--- config.mk ---
export PLATFORM = sky130hd
export DESIGN_NAME = qrgs_sqrt
export DESIGN_NICKNAME = d
export VERILOG_FILES = /design/src/qrgs_pkg.sv /design/src/qrgs_sqrt.sv
export SDC_FILE = /design/constraint.sdc
export NUM_CORES = 1
export LEC_CHECK = 0
export ABC_AREA = 1
export BUFFER_PORTS_ARGS = -buffer_cell sky130_fd_sc_hd__buf_2
export CELL_PAD_IN_SITES_DETAIL_PLACEMENT = 1
export CELL_PAD_IN_SITES_GLOBAL_PLACEMENT = 2
export CORE_ASPECT_RATIO = 0.7
export CORE_MARGIN = 1.5
export CORE_UTILIZATION = 35
export DETAILED_ROUTE_END_ITERATION = 7
export PLACE_DENSITY = 0.95
export SKIP_LAST_GASP = 1
export SLEW_MARGIN = 10
export SYNTH_ARGS = -nofsm -noshare
export SYNTH_HDL_FRONTEND = slang
export SYNTH_SLANG_ARGS = --single-unit
--- constraint.sdc ---
create_clock -name clk -period 16 [get_ports clk]
set_input_delay 3.2 -clock clk [delete_from_list [all_inputs] [get_ports clk]]
set_output_delay 3.2 -clock clk [all_outputs]
set_load 0.1 [all_outputs]
--- src/qrgs_pkg.sv ---
// qrgs_pkg: shared types, codes and fixed-point helpers of the qr solver
package qrgs_pkg;

    // fixed field and bus widths, and the divider and root step counts
    localparam int IDX_W      = 5;
    localparam int CNT_W      = 6;
    localparam int S_DATA_W   = 40;
    localparam int M_DATA_W   = 72;
    localparam int DIV_STEPS  = 57;
    localparam int SQRT_STEPS = 32;

    localparam logic signed [31:0] ONE_Q   = 32'sh0100_0000;
    localparam logic signed [31:0] Q_MAX   = 32'sh7fff_ffff;
    localparam logic signed [31:0] Q_MIN   = 32'sh8000_0000;

    // input item kinds
    localparam logic [1:0] FUNC_LOAD_A = 2'd0;
    localparam logic [1:0] FUNC_LOAD_B = 2'd1;
    localparam logic [1:0] FUNC_SOLVE  = 2'd2;

    // operation carried by one sweep along the chain
    typedef enum logic [2:0] {
        OP_DOT,
        OP_UPD,
        OP_NRM,
        OP_SCL,
        OP_QTB,
        OP_BSB
    } op_t;

    typedef enum logic [1:0] {
        CS_IDLE,
        CS_MUL,
        CS_ACC,
        CS_DIV
    } cell_state_t;

    typedef enum logic [3:0] {
        S_IDLE,
        S_COL,
        S_DOT,
        S_UPD,
        S_NRM,
        S_SQRT,
        S_SCL,
        S_QTB,
        S_BSB,
        S_BDIV,
        S_DMUL,
        S_DACC,
        S_EMIT
    } state_t;

    // sweep command, held steady for the whole sweep
    typedef struct packed {
        op_t                op;
        logic [IDX_W-1:0]   ci;
        logic [IDX_W-1:0]   cj;
        logic [CNT_W-1:0]   n;
        logic signed [31:0] s;
    } cmd_t;

    // direct writes into the cells
    typedef struct packed {
        logic               a_we;
        logic               b_we;
        logic               r_we;
        logic               x_we;
        logic [IDX_W-1:0]   row;
        logic [IDX_W-1:0]   col;
        logic signed [31:0] data;
    } wr_t;

    // packet handed from cell to cell
    typedef struct packed {
        logic        valid;
        logic [63:0] acc;
    } link_t;

    function automatic logic signed [31:0] sat32(input logic signed [65:0] v);
        logic signed [31:0] r;
        if (v > 66'sd2147483647)
            r = Q_MAX;
        else if (v < -66'sd2147483648)
            r = Q_MIN;
        else
            r = v[31:0];
        return r;
    endfunction

    // round a raw product to q16.24, half up
    function automatic logic signed [39:0] rnd_q(input logic signed [63:0] p);
        logic signed [63:0] t;
        t = p + 64'sd8388608;
        return t[63:24];
    endfunction

endpackage

--- src/qrgs_sqrt.sv ---
// qrgs_sqrt: bit-serial floor square root of a 64-bit sum, saturated to 31 bits
module qrgs_sqrt
    import qrgs_pkg::*;
(
    input  logic               clk,
    input  logic               rst_n,
    input  logic               start,
    input  logic [63:0]        radicand,
    output logic               done,
    output logic signed [31:0] root
);

    logic        busy_reg;
    logic        done_reg;
    logic [4:0]  cnt_reg;
    logic [63:0] s_reg;
    logic [63:0] r_reg;
    logic [63:0] bit_reg;
    logic [63:0] trial;

    assign trial = r_reg + bit_reg;

    // control
    always_ff @(posedge clk or negedge rst_n)
    begin
        if (!rst_n)
        begin
            busy_reg <= 1'b0;
            done_reg <= 1'b0;
            cnt_reg  <= '0;
        end
        else
        begin
            done_reg <= 1'b0;
            if (start)
            begin
                busy_reg <= 1'b1;
                cnt_reg  <= '0;
            end
            else if (busy_reg)
            begin
                cnt_reg <= cnt_reg + 5'd1;
                if (cnt_reg == 5'(SQRT_STEPS - 1))
                begin
                    busy_reg <= 1'b0;
                    done_reg <= 1'b1;
                end
            end
        end
    end

    // one root bit per cycle
    always_ff @(posedge clk)
    begin
        if (start)
        begin
            s_reg   <= radicand;
            r_reg   <= '0;
            bit_reg <= 64'h4000_0000_0000_0000;
        end
        else if (busy_reg)
        begin
            if (s_reg >= trial)
            begin
                s_reg <= s_reg - trial;
                r_reg <= (r_reg >> 1) + bit_reg;
            end
            else
            begin
                r_reg <= r_reg >> 1;
            end
            bit_reg <= bit_reg >> 2;
        end
    end

    assign root = (|r_reg[63:31]) ? Q_MAX : r_reg[31:0];
    assign done = done_reg;

endmodule

==> flow_metrics.env <==
export IMPL_status="complete, no violations"
export IMPL_worst_path_stages=22
export IMPL_p_int_w=0.00159
export IMPL_n_antenna_cell=0
export IMPL_yosysTopAreaCell="nand2_1"
export IMPL_synth_edf_count=64
export IMPL_area_growth_pct=9.16
export IMPL_cp_num_buf_inv=1
export IMPL_gp_congestion=1.02
export IMPL_grt_ovfl_total=0
export IMPL_postSynth_asyncResetShare=0.0419
export IMPL_yosys_top_cells_area="nand2_1 22%, inv_1 10%, dfxtp_1 9.8%"
export IMPL_die_y_um=201
export IMPL_post_route_drc_count=0
export IMPL_maxCapViolations=0
export IMPL_cp_slowest_cell="buf_4"
export IMPL_wirelength_um=86600
export IMPL_rows=72
export IMPL_hold_violations=0
export IMPL_syn_avg_cell_area_um2=5.69
export IMPL_synth_cell_type_count=51
export IMPL_finalSetupViolCount=0
export IMPL_worst_skew_pair_late_latency_ns=0.49
export IMPL_drt_pass1_iterations=5
export IMPL_r2r_start="r_reg[12]"
export IMPL_arrival_ns=6.39
export IMPL_crit_path_end_kind="register"
export IMPL_rsz0062_at_grt="false"
export IMPL_syn_inst=3444
export IMPL_setup_tns_ns=0
export IMPL_slowest_delay_ns=0.69
export IMPL_drive_gt1_frac=0.0554
export IMPL_combPwrFrac=0.664
export IMPL_path_cells="ha_1, nand2_1, nor2_1, nand4_1, o21ai_0, a21o_1, nand2_1, nand2_1, nand3_1, nand3_1, nand2_1, ha_1, nand2_1, nor3_2, nand2_1, nor3_4, nand2_4, nand2_2, buf_4, nand3_1, nand3_1, nand2_1"
export IMPL_antenna_found_initial=1
export IMPL_power_frac_clock=0.128
export IMPL_synth_area_um2=19600
export IMPL_start_util=0.354
export IMPL_cts_buffer_depth=2
export IMPL_reg2regPathDepth=22
export IMPL_die_x_um=286
export IMPL_crit_required_ns=16.37
export IMPL_synth_top_area_share=0.219
export IMPL_worst_pin_slew_ns=1.15
export IMPL_holdBufCountCts=0
export IMPL_critPathKind="register to register"
export IMPL_numCtsBuffers=17
export IMPL_synth_warnings=0
export IMPL_hold_start="r_reg[0]"
export IMPL_clkSinkCount=167
export IMPL_grt_max_degree=76
export IMPL_dp_hpwl_um=71300
export IMPL_worst_path_max_fanout=72
export IMPL_min_period_ns=6.02
export IMPL_min_path_type="register to register"
export IMPL_crit_path_end="r_reg[40]"
export IMPL_path_clk_slew_ns=0.08
export IMPL_yosysSeqAreaShare=0.205
export IMPL_p_sw_w=0.00202
export IMPL_ff2ff_setup_slack_ns=9.98
export IMPL_fmax_mhz=166
export IMPL_core_area_um2=55300
export IMPL_drv_slew=0
export IMPL_h_tree_depth=4
export IMPL_synth_common_cells="1,142 x nand2_1, 521 x inv_1, 371 x nor2_1"
export IMPL_synth_ff_type="dfxtp_1"
export IMPL_ir_worst_vdd_mv=0.103
export IMPL_vias=23000
export IMPL_swShare=0.561
export IMPL_slew_headroom=0.235
export IMPL_grtUsageTotal=0.297
export IMPL_powerDensity_nw_per_um2=169
export IMPL_antenna_left=0
export IMPL_rr_endpoint="r_reg[40]"
export IMPL_synth_most_common_cell="nand2_1"
export IMPL_start_kind="register"
export IMPL_crit_top_cell="nand2_1"
export IMPL_grt_pass1_wl_um=131000
export IMPL_viasPerCell=5.40
export IMPL_dr_first_iter_drc_count=2410
export IMPL_preCtsSetupSlack_ns=10.24
export IMPL_cts_setup_buffers=0
export IMPL_postSynthNetCount=3644
export IMPL_seqPwrFrac=0.208
export IMPL_port_buffers=98
export IMPL_final_nets=3706
export IMPL_cts_resized=0
export IMPL_skew_ns=0.0137
export IMPL_ios=100
export IMPL_ys_seq_elements=167
export IMPL_cts_tree="built"
export IMPL_power_leakage_nw=9.56
export IMPL_holdPathStages=2
export IMPL_cp_startpoint="r_reg[12]"
export IMPL_grt_pass1_vias=21700
export IMPL_dieArea_um2=57400
export IMPL_finalCritPeriodShare=0.376
export IMPL_crit_family="simple AND/OR/NAND/NOR gates"
export IMPL_routedWlPerCell_um=20.3
export IMPL_fin_ws_ns=9.98
export IMPL_cts_root_buf="clkbuf_16"
[placed cells by master (no fill, tap or decap), types with 7 or more instances in the layout]
cell type	count
buf_4	10
buf_2	98
nor2_2	11
nor4_1	15
dfrtp_1	7
o21bai_1	23
nand3b_1	20
ha_1	132
o21ai_0	191
inv_1	520
nand4_1	30
inv_2	7
clkbuf_16	18
dfxtp_1	96
edfxtp_1	64
nand3_1	329
nand2_1	1142
xor2_1	38
a21o_1	13
xnor2_1	43
a21oi_1	181
or2_2	19
nor2_1	369
nor3_1	44
o22ai_1	31
[worst reg2reg max path: cells and delay by family (launching register included)]
kind	cells	cell delay (ns)
and+or+nand+nor	17	3.32
DFF	1	0.39
AOI/OAI and AO/OA	2	0.67
buffers and inverters	1	0.69
adders and majority gates	2	0.82
[worst min path at each step]
| stage | slack (ns) | endpoint |
|---|---|---|
| floorplan | 0.46 | r_reg[0] |
| global placement | 0.49 | bit_reg[0] |
| detailed placement | 0.50 | r_reg[0] |
| CTS | 0.51 | r_reg[0] |
| global route | 0.55 | bit_reg[38] |
| finish | 0.51 | r_reg[0] |
[through the flow]
stage | area, um^2 | util | cells | total power (W) | hold WS, ns
after CTS | 21400 | 0.387 | 4258 | 0.00356 | 0.514
after floorplan | 19600 | - | 3444 | 0.00241 | 0.456
after global routing | 21400 | 0.387 | 4258 | 0.00388 | 0.552
after detailed placement | 20800 | 0.376 | 4227 | 0.00307 | 0.504
final | 21400 | 0.387 | 4258 | 0.00361 | 0.515
after global placement | 20800 | 0.376 | 4227 | 0.00302 | 0.487
[cell type report]
cell class	count	area, um^2
Timing Repair Buffer	108	566
Sequential cell	167	4020
Inverter	527	1980
Clock buffer	19	454
Tap cell	740	926
Clock inverter	12	141
Fill cell	7743	33900
Multi-Input combinational cell	2685	13300
[layer usage]
metal	vias up	wire length [um]	track usage
met2	862	34000	0.418
met5	-	123	0.0158
met1	10800	42900	0.453
met3	67	8420	0.0745
li1	11200	-	-
met4	2	1120	0.0478
[cell families after synthesis]
group | synth area share
flops | 0.205
xor+xnor | 0.0362
other cells | 0.000191
buf+inv | 0.118
fa+ha+maj | 0.0853
simple gates | 0.423
compound gates | 0.132
[power groups by stage]
stage / Combinational, W / Clock, W / Sequential (W)
after floorplan: 0.00172 / 0 / 0.000700
after global placement: 0.00226 / 0 / 0.000756
after detailed placement: 0.00232 / 0 / 0.000758
after CTS: 0.00235 / 0.000468 / 0.000749
after global routing: 0.00264 / 0.000481 / 0.000765
final: 0.00240 / 0.000460 / 0.000751
Power figures use the tool's default switching activity.
