==> src/qrgs_pkg.sv <==
// qrgs_pkg: shared types, codes and fixed-point helpers of the qr solver
package qrgs_pkg;

    // fixed field and bus widths, and the divider and root step counts
    localparam int IDX_W      = 5;
    localparam int CNT_W      = 6;
    localparam int S_DATA_W   = 40;
    localparam int M_DATA_W   = 72;
    localparam int DIV_STEPS  = 57;
    localparam int SQRT_STEPS = 32;

    localparam logic signed [31:0] ONE_Q   = 32'sh0100_0000;
    localparam logic signed [31:0] Q_MAX   = 32'sh7fff_ffff;
    localparam logic signed [31:0] Q_MIN   = 32'sh8000_0000;

    // input item kinds
    localparam logic [1:0] FUNC_LOAD_A = 2'd0;
    localparam logic [1:0] FUNC_LOAD_B = 2'd1;
    localparam logic [1:0] FUNC_SOLVE  = 2'd2;

    // operation carried by one sweep along the chain
    typedef enum logic [2:0] {
        OP_DOT,
        OP_UPD,
        OP_NRM,
        OP_SCL,
        OP_QTB,
        OP_BSB
    } op_t;

    typedef enum logic [1:0] {
        CS_IDLE,
        CS_MUL,
        CS_ACC,
        CS_DIV
    } cell_state_t;

    typedef enum logic [3:0] {
        S_IDLE,
        S_COL,
        S_DOT,
        S_UPD,
        S_NRM,
        S_SQRT,
        S_SCL,
        S_QTB,
        S_BSB,
        S_BDIV,
        S_DMUL,
        S_DACC,
        S_EMIT
    } state_t;

    // sweep command, held steady for the whole sweep
    typedef struct packed {
        op_t                op;
        logic [IDX_W-1:0]   ci;
        logic [IDX_W-1:0]   cj;
        logic [CNT_W-1:0]   n;
        logic signed [31:0] s;
    } cmd_t;

    // direct writes into the cells
    typedef struct packed {
        logic               a_we;
        logic               b_we;
        logic               r_we;
        logic               x_we;
        logic [IDX_W-1:0]   row;
        logic [IDX_W-1:0]   col;
        logic signed [31:0] data;
    } wr_t;

    // packet handed from cell to cell
    typedef struct packed {
        logic        valid;
        logic [63:0] acc;
    } link_t;

    function automatic logic signed [31:0] sat32(input logic signed [65:0] v);
        logic signed [31:0] r;
        if (v > 66'sd2147483647)
            r = Q_MAX;
        else if (v < -66'sd2147483648)
            r = Q_MIN;
        else
            r = v[31:0];
        return r;
    endfunction

    // round a raw product to q16.24, half up
    function automatic logic signed [39:0] rnd_q(input logic signed [63:0] p);
        logic signed [63:0] t;
        t = p + 64'sd8388608;
        return t[63:24];
    endfunction

endpackage

==> src/qrgs_div.sv <==
// qrgs_div: radix-2 restoring divider giving a rounded, saturated q8.24 quotient
module qrgs_div
    import qrgs_pkg::*;
(
    input  logic               clk,
    input  logic               rst_n,
    input  logic               start,
    input  logic signed [31:0] num,
    input  logic signed [31:0] den,
    output logic               done,
    output logic signed [31:0] quo
);

    logic        busy_reg;
    logic        done_reg;
    logic [5:0]  cnt_reg;
    logic [31:0] rem_reg;
    logic [56:0] q_reg;
    logic [31:0] ad_reg;
    logic        neg_reg;

    logic [32:0] an_full;
    logic [32:0] ad_full;
    logic [56:0] num_full;
    logic [32:0] trial;
    logic        fits;

    // magnitudes and the scaled, half-rounded numerator
    always_comb
    begin
        an_full  = num[31] ? -{num[31], num} : {num[31], num};
        ad_full  = den[31] ? -{den[31], den} : {den[31], den};
        num_full = {1'b0, an_full[31:0], 24'd0} + 57'(ad_full[31:1]);
        trial    = {rem_reg, q_reg[56]};
        fits     = trial >= {1'b0, ad_reg};
    end

    // control
    always_ff @(posedge clk or negedge rst_n)
    begin
        if (!rst_n)
        begin
            busy_reg <= 1'b0;
            done_reg <= 1'b0;
            cnt_reg  <= '0;
        end
        else
        begin
            done_reg <= 1'b0;
            if (start)
            begin
                busy_reg <= (ad_full[31:0] != 32'd0);
                done_reg <= (ad_full[31:0] == 32'd0);
                cnt_reg  <= '0;
            end
            else if (busy_reg)
            begin
                cnt_reg <= cnt_reg + 6'd1;
                if (cnt_reg == 6'(DIV_STEPS - 1))
                begin
                    busy_reg <= 1'b0;
                    done_reg <= 1'b1;
                end
            end
        end
    end

    // one quotient bit per cycle
    always_ff @(posedge clk)
    begin
        if (start)
        begin
            rem_reg <= '0;
            q_reg   <= (ad_full[31:0] == 32'd0) ? 57'd0 : num_full;
            ad_reg  <= ad_full[31:0];
            neg_reg <= num[31] ^ den[31];
        end
        else if (busy_reg)
        begin
            rem_reg <= fits ? 32'(trial - {1'b0, ad_reg}) : trial[31:0];
            q_reg   <= {q_reg[55:0], fits};
        end
    end

    // sign and saturation
    always_comb
    begin
        if (|q_reg[56:31])
            quo = neg_reg ? Q_MIN : Q_MAX;
        else
            quo = neg_reg ? -q_reg[31:0] : q_reg[31:0];
    end

    assign done = done_reg;

endmodule

==> config.mk <==
export PLATFORM = sky130hd
export DESIGN_NAME = qrgs_div
export DESIGN_NICKNAME = d
export VERILOG_FILES = /design/src/qrgs_pkg.sv /design/src/qrgs_div.sv
export SDC_FILE = /design/constraint.sdc
export NUM_CORES = 1
export LEC_CHECK = 0
export BUFFER_PORTS_ARGS = -buffer_cell sky130_fd_sc_hd__clkbuf_2
export CAP_MARGIN = 40
export CORE_ASPECT_RATIO = 1.1
export CORE_MARGIN = 5
export CORE_UTILIZATION = 55
export DETAILED_ROUTE_END_ITERATION = 10
export GPL_TIMING_DRIVEN = 0
export PLACE_DENSITY = 0.86
export SYNTH_ARGS = -nofsm -noshare
export SYNTH_HDL_FRONTEND = slang
export SYNTH_SLANG_ARGS = --single-unit
==> constraint.sdc <==
create_clock -name clk -period 5.7 [get_ports clk]
set_input_delay 0.285 -clock clk [delete_from_list [all_inputs] [get_ports clk]]
set_output_delay 0.285 -clock clk [all_outputs]
set_load 0.05 [all_outputs]
==> summary.txt <==
Setup path
  – Worst path required time: slightly below 6000 ps
  – Critical Path, Cell by Cell: clkbuf_2, clkbuf_1, clkbuf_1, clkbuf_1, clkbuf_1, nand2b_1, xnor2_1, ha_1, inv_1, fa_1, nand2b_1, a21oi_1, o211ai_1, a21boi_0, nand2_1, nor3_1, a2bb2o_1, xnor2_1, a31o_2
  – Largest stage delay, worst path: about 480 ps
  – Type of origin of the critical path: primary input
  – Worst setup path startpoint: den[31]
  – CP endpoint kind: flop
  – Critical Path AT: 5460 ps
  – R2R Path Start: ad_reg[1]
  – Slowest cell on the critical path: clkbuf_1
  – CP max FO: 10
  – Most frequent CP cell: clkbuf_1
  – Setup CP Type: in -> reg

Worst hold path
  – Hold crit path type: in -> reg
  – Worst hold start: den[0]

Power and ir drop
  – P_leak: 4.83 nW
  – PwrDens: about 260 nW/um^2
  – Maximum vdd ir drop: 0.262 mV

Synthesis
  – Ranking of synthesized cells by area: edfxtp_1, dfxtp_1, xnor2_1, ha_1, o21ai_0
  – Synth Warn #: 0
  – Ys async rst share: roughly 6.2%
  – Sequential cell area fraction in the yosys report: about a third
  – Synth Instances: 1313
  – Yosys reg bits: 130
  – Mapped Nets: between 1000 and 1500
  – Syn Area/Cell: 8.32 um^2
  – Post-synth top flop: edfxtp_1
  – EDFF count, synth: 90
  – Number of distinct library cells after synthesis: between 70 and 80
  – Top-area cell type share of the netlist area: roughly a quarter
  – Mapped Area: between 10000 and 15000 um^2
  – Leading area contributor after synthesis: edfxtp_1

CTS
  – CTS tree: yes
  – Post-CTS Resized: 0
  – Clk sink count: 130
  – Clock Path Buffers: 2
  – H-tree levels: 4
  – CTS root buffer: clkbuf_16
  – TritonCTS buffer count: 17
  – Reg clk slew, reported paths: approximately 60 ps
  – Worst skew pair latency: ~430 ps

STA
  – Final-report max-slew violation count: 0
  – Clk_skew: around 5.8 ps
  – RSZ-0062 raised after global routing: false
  – Fin. Hold Viols: 0
  – Actual slew at the worst max-slew pin: ~900 ps
  – Period utilisation layout: between 90 and 100%
  – Tmin final: roughly 5300 ps
  – Setup violations, final: 0
  – Final worst slack: 430 ps
  – Slew headroom: around two fifths
  – Setup_tns: 0 ps
  – Fmax: 190 MHz

Final layout
  – Multi-input logic area: ~6700 um^2
  – # fillers: ~1700
  – Register Area: between 3000 and 4000 um^2
  – Flip-flop count of the largest register after layout: 57
  – Diodes inserted: 0
  – NumNets Final: around 1500
  – Layout cell share with drive strength beyond 1: 11.8%
  – Area Overhead vs Synth: 12.3%

Floorplanning
  – Die X: 144 um
  – Core footprint: approximately 20000 um^2
  – Die H: 158 um
  – Die Area: about 23000 um^2
  – Initial Util: a little under three fifths
  – Std-Cell Rows: 54
  – I/O pins: 100

Global route
  – Antenna violations before repair: 4
  – GRT overflow: 0
  – Largest net degree at the start of global routing: 35
  – Vias in the first global route: 10400
  – Gr usage total: around 28%
  – First-pass GRT wire length: between 50 and 60 mm

Detailed routing
  – First-pass DRT Iterations: 6
  – Vias/cell: between 6 and 7
  – Routed WL: between 30 and 40 mm
  – DRC: 0
  – DR vias: about 11000
  – Starting DRT DRC Count: 1351
  – Avg WL per Cell: 19.3 um
  – Post-DRT Antenna Nets: 0

Place
  – Routability-driven placement congestion ratio: 0.982
  – Port bufs: 89
  – Setup WS pre-CTS: 166 ps
  – Hpwl dp: 24.5 mm

Run
  – Max Cap Violations: 0

Run status
  – Status: finished clean
==> cell usage after synthesis (7+ instances only) <==
cell type	n
dfxtp_1	32
nor3_1	34
and3_1	9
ha_1	45
a21oi_1	55
xnor2_1	68
nand2_1	108
o311ai_0	17
nor4_1	29
a31oi_1	9
nor2_1	112
xor2_1	48
o2bb2ai_1	16
nand2b_1	17
o31ai_1	27
mux2_2	13
nand4_1	25
edfxtp_1	90
a311oi_1	11
o21a_1	8
or4_1	17
o211ai_1	7
a211oi_1	22
o41ai_1	15
clkbuf_1	68
inv_1	90
mux2i_1	11
or3_1	31
nor2b_1	16
o21ai_0	95
a21o_1	28
dfrtp_1	8
nand3_1	37
==> what timing repair did <==
item                                    4_1_cts  5_1_grt
setup buffers                                 0        0
endpoints found under the setup margin        0        0
hold buffers                                  1        0
hold endpoints to repair                      8        0
==> where the power goes <==
part | total (mW) | switching, mW | leakage (nW) | internal (mW)
clock network | 1.00 | 0.442 | 0.255 | 0.558
logic | 0.955 | 0.619 | 3.29 | 0.336
registers | 1.24 | 0.0973 | 1.29 | 1.14
total | 3.20 | 1.16 | 4.83 | 2.04
==> worst paths after layout <==
kind / slack (ps) / to / cells past startpoint
worst max-delay path: 430 / q_reg[44] / 19
worst min-delay path: 120 / ad_reg[0] / 1
worst max register to register: 1790 / rem_reg[30] / 13
worst min register to register: 500 / rem_reg[31] / 2
max in group asynchronous: 5260 / cnt_reg[0] / 2
min in group asynchronous: 250 / cnt_reg[5] / 2
==> kinds of logic after synthesis <==
family | after synthesis | share of synthesized area (%)
XOR/XNOR | 116 | 9.29
flip-flops | 130 | 32.4
AO/OA/AOI/OAI | 358 | 22.4
AND/OR/NAND/NOR | 468 | 21.9
buffers and inverters | 170 | 6.16
multiplexers | 24 | 2.35
adder cells (fa/ha/maj) | 47 | 5.52
==> layer usage <==
metal	global-route usage, %	wire, um	vias up
met2	45.0	14800	622
li1	-	-	5080
met3	6.22	3070	143
met5	0	57	-
met4	16.5	1970	8
met1	35.3	12800	5023
==> critical path: cells and delay by family <==
family                   cells  cell delay, ps
XOR/XNOR                     2             420
AO/OA/AOI/OAI                5            1320
AND/OR/NAND/NOR              4             760
adder cells (fa/ha/maj)      2             600
buffers and inverters        6            2060
==> layout by cell type (no fill, tap or decap), types with 29 or more instances in the layout <==
cell      count
o21ai_0      95
ha_1         45
dfxtp_1      32
nand2_1     107
nand3_1      37
or3_1        31
xor2_1       48
xnor2_1      68
clkbuf_2     89
inv_1        90
nor3_1       34
clkbuf_1     68
nor4_1       29
edfxtp_1     90
a21oi_1      55
nor2_1      112
==> area by class of cell <==
type,count,area share (%)
clock buffers,17,3.47
multi-input cells,1013,54.7
inverters,90,2.75
clock inverters,15,0.918
well taps,252,2.57
flip-flops and latches,130,28.9
plain buffers,80,2.73
repair buffers,93,3.96
==> metrics by stage <==
stage	cell area (um^2)	instances	hold slack, ps	total power [mW]	util [%]
after floorplan	10900	1313	-10.6	1.91	-
after global placement	11700	1654	139	2.16	59.3
after detailed placement	11700	1657	144	2.18	59.4
after CTS	12300	1690	113	3.18	62.2
after global routing	12300	1690	115	3.33	62.2
final	12300	1690	118	3.20	62.2
No activity file was read; power rests on OpenSTA's default activity.
