===== src/qrgs_pkg.sv =====
// qrgs_pkg: shared types, codes and fixed-point helpers of the qr solver
package qrgs_pkg;

    // fixed field and bus widths, and the divider and root step counts
    localparam int IDX_W      = 5;
    localparam int CNT_W      = 6;
    localparam int S_DATA_W   = 40;
    localparam int M_DATA_W   = 72;
    localparam int DIV_STEPS  = 57;
    localparam int SQRT_STEPS = 32;

    localparam logic signed [31:0] ONE_Q   = 32'sh0100_0000;
    localparam logic signed [31:0] Q_MAX   = 32'sh7fff_ffff;
    localparam logic signed [31:0] Q_MIN   = 32'sh8000_0000;

    // input item kinds
    localparam logic [1:0] FUNC_LOAD_A = 2'd0;
    localparam logic [1:0] FUNC_LOAD_B = 2'd1;
    localparam logic [1:0] FUNC_SOLVE  = 2'd2;

    // operation carried by one sweep along the chain
    typedef enum logic [2:0] {
        OP_DOT,
        OP_UPD,
        OP_NRM,
        OP_SCL,
        OP_QTB,
        OP_BSB
    } op_t;

    typedef enum logic [1:0] {
        CS_IDLE,
        CS_MUL,
        CS_ACC,
        CS_DIV
    } cell_state_t;

    typedef enum logic [3:0] {
        S_IDLE,
        S_COL,
        S_DOT,
        S_UPD,
        S_NRM,
        S_SQRT,
        S_SCL,
        S_QTB,
        S_BSB,
        S_BDIV,
        S_DMUL,
        S_DACC,
        S_EMIT
    } state_t;

    // sweep command, held steady for the whole sweep
    typedef struct packed {
        op_t                op;
        logic [IDX_W-1:0]   ci;
        logic [IDX_W-1:0]   cj;
        logic [CNT_W-1:0]   n;
        logic signed [31:0] s;
    } cmd_t;

    // direct writes into the cells
    typedef struct packed {
        logic               a_we;
        logic               b_we;
        logic               r_we;
        logic               x_we;
        logic [IDX_W-1:0]   row;
        logic [IDX_W-1:0]   col;
        logic signed [31:0] data;
    } wr_t;

    // packet handed from cell to cell
    typedef struct packed {
        logic        valid;
        logic [63:0] acc;
    } link_t;

    function automatic logic signed [31:0] sat32(input logic signed [65:0] v);
        logic signed [31:0] r;
        if (v > 66'sd2147483647)
            r = Q_MAX;
        else if (v < -66'sd2147483648)
            r = Q_MIN;
        else
            r = v[31:0];
        return r;
    endfunction

    // round a raw product to q16.24, half up
    function automatic logic signed [39:0] rnd_q(input logic signed [63:0] p);
        logic signed [63:0] t;
        t = p + 64'sd8388608;
        return t[63:24];
    endfunction

endpackage


===== src/qrgs_div.sv =====
// qrgs_div: radix-2 restoring divider giving a rounded, saturated q8.24 quotient
module qrgs_div
    import qrgs_pkg::*;
(
    input  logic               clk,
    input  logic               rst_n,
    input  logic               start,
    input  logic signed [31:0] num,
    input  logic signed [31:0] den,
    output logic               done,
    output logic signed [31:0] quo
);

    logic        busy_reg;
    logic        done_reg;
    logic [5:0]  cnt_reg;
    logic [31:0] rem_reg;
    logic [56:0] q_reg;
    logic [31:0] ad_reg;
    logic        neg_reg;

    logic [32:0] an_full;
    logic [32:0] ad_full;
    logic [56:0] num_full;
    logic [32:0] trial;
    logic        fits;

    // magnitudes and the scaled, half-rounded numerator
    always_comb
    begin
        an_full  = num[31] ? -{num[31], num} : {num[31], num};
        ad_full  = den[31] ? -{den[31], den} : {den[31], den};
        num_full = {1'b0, an_full[31:0], 24'd0} + 57'(ad_full[31:1]);
        trial    = {rem_reg, q_reg[56]};
        fits     = trial >= {1'b0, ad_reg};
    end

    // control
    always_ff @(posedge clk or negedge rst_n)
    begin
        if (!rst_n)
        begin
            busy_reg <= 1'b0;
            done_reg <= 1'b0;
            cnt_reg  <= '0;
        end
        else
        begin
            done_reg <= 1'b0;
            if (start)
            begin
                busy_reg <= (ad_full[31:0] != 32'd0);
                done_reg <= (ad_full[31:0] == 32'd0);
                cnt_reg  <= '0;
            end
            else if (busy_reg)
            begin
                cnt_reg <= cnt_reg + 6'd1;
                if (cnt_reg == 6'(DIV_STEPS - 1))
                begin
                    busy_reg <= 1'b0;
                    done_reg <= 1'b1;
                end
            end
        end
    end

    // one quotient bit per cycle
    always_ff @(posedge clk)
    begin
        if (start)
        begin
            rem_reg <= '0;
            q_reg   <= (ad_full[31:0] == 32'd0) ? 57'd0 : num_full;
            ad_reg  <= ad_full[31:0];
            neg_reg <= num[31] ^ den[31];
        end
        else if (busy_reg)
        begin
            rem_reg <= fits ? 32'(trial - {1'b0, ad_reg}) : trial[31:0];
            q_reg   <= {q_reg[55:0], fits};
        end
    end

    // sign and saturation
    always_comb
    begin
        if (|q_reg[56:31])
            quo = neg_reg ? Q_MIN : Q_MAX;
        else
            quo = neg_reg ? -q_reg[31:0] : q_reg[31:0];
    end

    assign done = done_reg;

endmodule


===== src/qrgs_cell.sv =====
// qrgs_cell: one chain cell holding a row of the basis, a column of r, b and x
module qrgs_cell
    import qrgs_pkg::*;
#(
    parameter int MAX_SIZE = 8,
    parameter int CELL_IDX = 0
)
(
    input  logic  clk,
    input  logic  rst_n,
    input  cmd_t  cmd,
    input  wr_t   wr,
    input  link_t link_in,
    output link_t link_out
);

    localparam int IW = (MAX_SIZE > 1) ? $clog2(MAX_SIZE) : 1;

    cell_state_t state_reg, state_next;

    logic signed [31:0] row_mem  [MAX_SIZE];
    logic signed [31:0] rcol_mem [MAX_SIZE];
    logic signed [31:0] rhs_reg;
    logic signed [31:0] x_reg;
    logic signed [31:0] rd_a_reg;
    logic signed [31:0] rd_b_reg;
    logic signed [31:0] rd_r_reg;
    logic        [63:0] acc_reg;
    logic signed [63:0] prod_reg;
    logic               out_valid_reg;
    logic        [63:0] out_acc_reg;

    logic               mine;
    logic               active;
    logic signed [31:0] mul_a;
    logic signed [31:0] mul_b;
    logic signed [39:0] rnd;
    logic        [64:0] sq_sum;
    logic        [63:0] acc_new;
    logic               emit;
    logic        [63:0] emit_acc;
    logic               op_we;
    logic signed [31:0] op_wdata;
    logic               div_start;
    logic               div_done;
    logic signed [31:0] div_quo;

    assign mine   = (wr.row == IDX_W'(CELL_IDX));
    assign active = (CNT_W'(CELL_IDX) < cmd.n)
                    && ((cmd.op != OP_BSB) || (IDX_W'(CELL_IDX) > cmd.ci));

    // multiplier operand selection
    always_comb
    begin
        case (cmd.op)
            OP_DOT:
            begin
                mul_a = rd_a_reg;
                mul_b = rd_b_reg;
            end
            OP_UPD:
            begin
                mul_a = cmd.s;
                mul_b = rd_b_reg;
            end
            OP_NRM:
            begin
                mul_a = rd_a_reg;
                mul_b = rd_a_reg;
            end
            OP_QTB:
            begin
                mul_a = rd_a_reg;
                mul_b = rhs_reg;
            end
            OP_BSB:
            begin
                mul_a = rd_r_reg;
                mul_b = x_reg;
            end
            default:
            begin
                mul_a = rd_a_reg;
                mul_b = rd_b_reg;
            end
        endcase
    end

    // accumulate step
    always_comb
    begin
        rnd    = rnd_q(prod_reg);
        sq_sum = {1'b0, acc_reg} + {1'b0, prod_reg};
        case (cmd.op)
            OP_DOT, OP_QTB, OP_BSB: acc_new = acc_reg + {{24{rnd[39]}}, rnd};
            OP_NRM:                 acc_new = sq_sum[64] ? '1 : sq_sum[63:0];
            default:                acc_new = acc_reg;
        endcase
    end

    // next state
    always_comb
    begin
        state_next = state_reg;
        unique case (state_reg)
            CS_IDLE: if (link_in.valid && active) state_next = CS_MUL;
            CS_MUL:  state_next = (cmd.op == OP_SCL) ? CS_DIV : CS_ACC;
            CS_ACC:  state_next = CS_IDLE;
            CS_DIV:  if (div_done) state_next = CS_IDLE;
            default: state_next = CS_IDLE;
        endcase
    end

    // outputs of the cell sequencer
    always_comb
    begin
        emit      = 1'b0;
        emit_acc  = acc_reg;
        op_we     = 1'b0;
        op_wdata  = div_quo;
        div_start = 1'b0;
        unique case (state_reg)
            CS_IDLE:
            begin
                emit     = link_in.valid && !active;
                emit_acc = link_in.acc;
            end
            CS_MUL:
            begin
                div_start = (cmd.op == OP_SCL);
            end
            CS_ACC:
            begin
                emit     = 1'b1;
                emit_acc = acc_new;
                op_we    = (cmd.op == OP_UPD);
                op_wdata = sat32({{34{rd_a_reg[31]}}, rd_a_reg} - {{26{rnd[39]}}, rnd});
            end
            CS_DIV:
            begin
                emit  = div_done;
                op_we = div_done;
            end
            default:
            begin
                emit = 1'b0;
            end
        endcase
    end

    // sequencer and link registers
    always_ff @(posedge clk or negedge rst_n)
    begin
        if (!rst_n)
        begin
            state_reg     <= CS_IDLE;
            out_valid_reg <= 1'b0;
        end
        else
        begin
            state_reg     <= state_next;
            out_valid_reg <= emit;
        end
    end

    // row and column stores with registered reads
    always_ff @(posedge clk)
    begin
        if (wr.a_we && mine)
            row_mem[wr.col[IW-1:0]] <= wr.data;
        else if (op_we)
            row_mem[cmd.ci[IW-1:0]] <= op_wdata;
        if (wr.r_we && mine)
            rcol_mem[wr.col[IW-1:0]] <= wr.data;
        rd_a_reg <= row_mem[cmd.ci[IW-1:0]];
        rd_b_reg <= row_mem[cmd.cj[IW-1:0]];
        rd_r_reg <= rcol_mem[cmd.ci[IW-1:0]];
    end

    // payload registers
    always_ff @(posedge clk)
    begin
        if (wr.b_we && mine)
            rhs_reg <= wr.data;
        if (wr.x_we && mine)
            x_reg <= wr.data;
        if (state_reg == CS_IDLE && link_in.valid)
            acc_reg <= link_in.acc;
        if (state_reg == CS_MUL)
            prod_reg <= mul_a * mul_b;
        if (emit)
            out_acc_reg <= emit_acc;
    end

    qrgs_div u_div
    (
        .clk   (clk),
        .rst_n (rst_n),
        .start (div_start),
        .num   (rd_a_reg),
        .den   (cmd.s),
        .done  (div_done),
        .quo   (div_quo)
    );

    assign link_out.valid = out_valid_reg;
    assign link_out.acc   = out_acc_reg;

endmodule


===== config.mk =====
export PLATFORM = sky130hd
export DESIGN_NAME = qrgs_cell
export DESIGN_NICKNAME = d
export VERILOG_FILES = /design/src/qrgs_pkg.sv /design/src/qrgs_div.sv /design/src/qrgs_cell.sv
export SDC_FILE = /design/constraint.sdc
export NUM_CORES = 2
export LEC_CHECK = 0
export ABC_CLOCK_PERIOD_IN_PS = 10100
export BUFFER_PORTS_ARGS = -buffer_cell sky130_fd_sc_hd__buf_2
export CAP_MARGIN = 20
export CORE_MARGIN = 5
export CORE_UTILIZATION = 40
export CTS_CLUSTER_DIAMETER = 120
export CTS_CLUSTER_SIZE = 8
export DETAILED_ROUTE_END_ITERATION = 8
export PLACE_DENSITY_LB_ADDON = 0.3
export SYNTH_ARGS = -nofsm -noshare
export SYNTH_HDL_FRONTEND = slang
export SYNTH_HIERARCHICAL = 1
export SYNTH_SLANG_ARGS = --single-unit

===== constraint.sdc =====
create_clock -name clk -period 10.1 [get_ports clk]
set_clock_uncertainty 0.1 [all_clocks]
set_input_delay 0 -clock clk [delete_from_list [all_inputs] [get_ports clk]]
set_output_delay 0 -clock clk [all_outputs]
set_load 0.01 [all_outputs]

==> qor.yml <==
start_util: 0.403
routed_via_density: 5.80
hp-class: "in -> reg"
track_usage: 0.270
startpoint_type: "flop"
gp_congestion: 0.973
cts_tree: "built"
endpoint_kind: "flop"
cts_num_sinks: 997
synth-seq-area-share: 0.312
drt_iter0_drc: 7147
ys_warn_count: 6
min_from: "cmd[43]"
final_layout_size_suffix_gt1_frac: 0.110
worstHoldPathCells: 4
die_w_um: 489
max-cap-violations: 0
r2r_slack_ns: 0.37
cts-buffers-inserted: 144
coreArea_um2: 228000
synth_nets: 10500
cp_max_fo: 27
remaining_drc_errors: 0
syn2layout_area_growth_pct: 13.7
detail-route-antenna-nets: 0
dp_hpwl_um: 253000
ys_ff_latch: 997
relSlewSlack: 0.158
reg2regPathDepth: 28
grt_pass1_vias: 72900
die_area_um2: 239000
gr-total-overflow: 0
path_buf_inv: 4
dp.cells: 11900
slowest_stage: "a21oi_4"
crit_top_cell: "fa_1"
clockBufferDepth: 3
cts_resized: 0
hold_end: "rd_a_reg[4]"
die_h_um: 489
setup_viol: 0
slew_viol_final: 0
worstSetupPathType: "reg -> reg"
io_pins: 229
synth-main-ff-cell: "edfxtp_1"
mostFrequentLayoutCell: "inv_1"
synth_cell_types: 102
timing.hold.ws_ns: 0.0342
layout.nets: 11000
synthArstFlopShare: 0.0110
synth_cells: 8877
worstSkewPairLatency_ns: 0.85
critPathArrivalTime_ns: 10.17
worst_slew_pin_slew_ns: 1.26
hold_viol_final: 0
synth_edf_count: 858
required_ns: 10.54
timing.rr.start: "rd_a_reg[13]"
synth_area_um2: 91800
r2r_end: "prod_reg[63]"
numPortBuffers: 222
syn_avg_cell_area_um2: 10.3
grt_pass1_wl_um: 481000
layout.cells.non_filler: 12400
first_pass_iters: 6
wl_per_cell_um: 26.2
grt_max_degree: 85
rsz0062_at_grt: "false"
grt_antenna_before_repair: 25
outcome: "finished clean"
final_cell_mix: "inv_1 (1140), fa_1 (1087), nand2_1 (982), edfxtp_1 (858), nor2_1 (781)"
num_vias: 72100
tns_ns: 0
path_delay_family: "adder cells"
row_count: 175
h-tree-depth: 4
period_needed_ns: 9.73
path_clk_slew_ns: 0.05
max_stage_delay_ns: 0.89
max_freq_mhz: 103
cts-root-buf: "clkbuf_16"
finalCritPeriodShare: 0.964
drt_wl_total_um: 326000
==> routing by layer <==
layer	vias up	GRT usage	part of all wire
li1	31200	-	-
met1	36600	0.367	0.41
met2	3618	0.414	0.44
met3	685	0.0560	0.096
met4	10	0.129	0.056
met5	-	0	0.00019
==> cells in the mapped netlist, drive strengths merged, types with 54 or more instances <==
cell / instances / share of area
a21o: 178 / 0.015
a21oi: 435 / 0.024
a31oi: 60 / 0.0041
and2: 55 / 0.0038
and3: 54 / 0.0037
buf: 67 / 0.0033
clkbuf: 396 / 0.016
dfxtp: 128 / 0.028
edfxtp: 858 / 0.28
fa: 1087 / 0.24
ha: 397 / 0.054
inv: 1143 / 0.047
mux2i: 56 / 0.0061
mux4: 192 / 0.047
nand2: 985 / 0.040
nand2b: 69 / 0.0047
nand3: 121 / 0.0066
nand4: 59 / 0.0041
nor2: 803 / 0.033
nor3: 75 / 0.0043
o21a: 61 / 0.0050
o21ai: 370 / 0.020
o22ai: 99 / 0.0067
or3: 61 / 0.0042
xnor2: 233 / 0.022
xor2: 134 / 0.013
==> worst reg2reg max path, delay by kind of cell, from the launching register on <==
kind / cells / cell delay [ns]
simple gates: 2 / 0.35
xor+xnor: 1 / 0.08
compound gates: 12 / 3.63
buf+inv: 4 / 0.26
flops: 1 / 0.59
fa+ha+maj: 9 / 4.47
==> logic make-up after synthesis <==
family	synth area share
AND/OR/NAND/NOR	0.120
AO/OA/AOI/OAI	0.117
buffers and inverters	0.0664
adder cells (fa/ha/maj)	0.291
flip-flops	0.312
XOR/XNOR	0.0351
multiplexers	0.0588
==> timing repair <==
action                     in CTS  in global routing
hold buffers                  248                  0
buffers inserted                0                  0
hold endpoints to repair     1058                  0
setup endpoints to repair       0                  0
==> layout make-up <==
class	instances	area (um2)
multi-input cells	6272	57500
clock inverters	19	477
fillers	21000	124000
flip-flops and latches	997	28600
repair buffers	742	5720
diodes	15	37.5
well taps	3009	3760
clock buffers	239	3970
inverters	1145	4300
==> worst max-delay path by stage <==
stage	cells after the start	to	start
4_1_cts	28	prod_reg[63]	rd_a_reg[13]
5_1_grt	28	prod_reg[63]	rd_a_reg[13]
6_report	28	prod_reg[63]	rd_a_reg[13]
2_1_floorplan	33	prod_reg[63]	cmd[50]
3_3_place_gp	32	prod_reg[63]	cmd[49]
3_5_place_dp	32	prod_reg[63]	cmd[49]
==> metrics by stage <==
stage / utilization / setup WS [ns] / instance area [um2]
after floorplan: - / 1.21 / 91800
after global placement: 0.427 / 0.444 / 97300
after detailed placement: 0.427 / 0.326 / 97300
after CTS: 0.457 / 0.450 / 104000
after global routing: 0.458 / 0.0621 / 104000
final: 0.458 / 0.368 / 104000
Power is not shown: default switching activity piles up to over one toggle a cycle in this logic, so the estimate is an artifact.
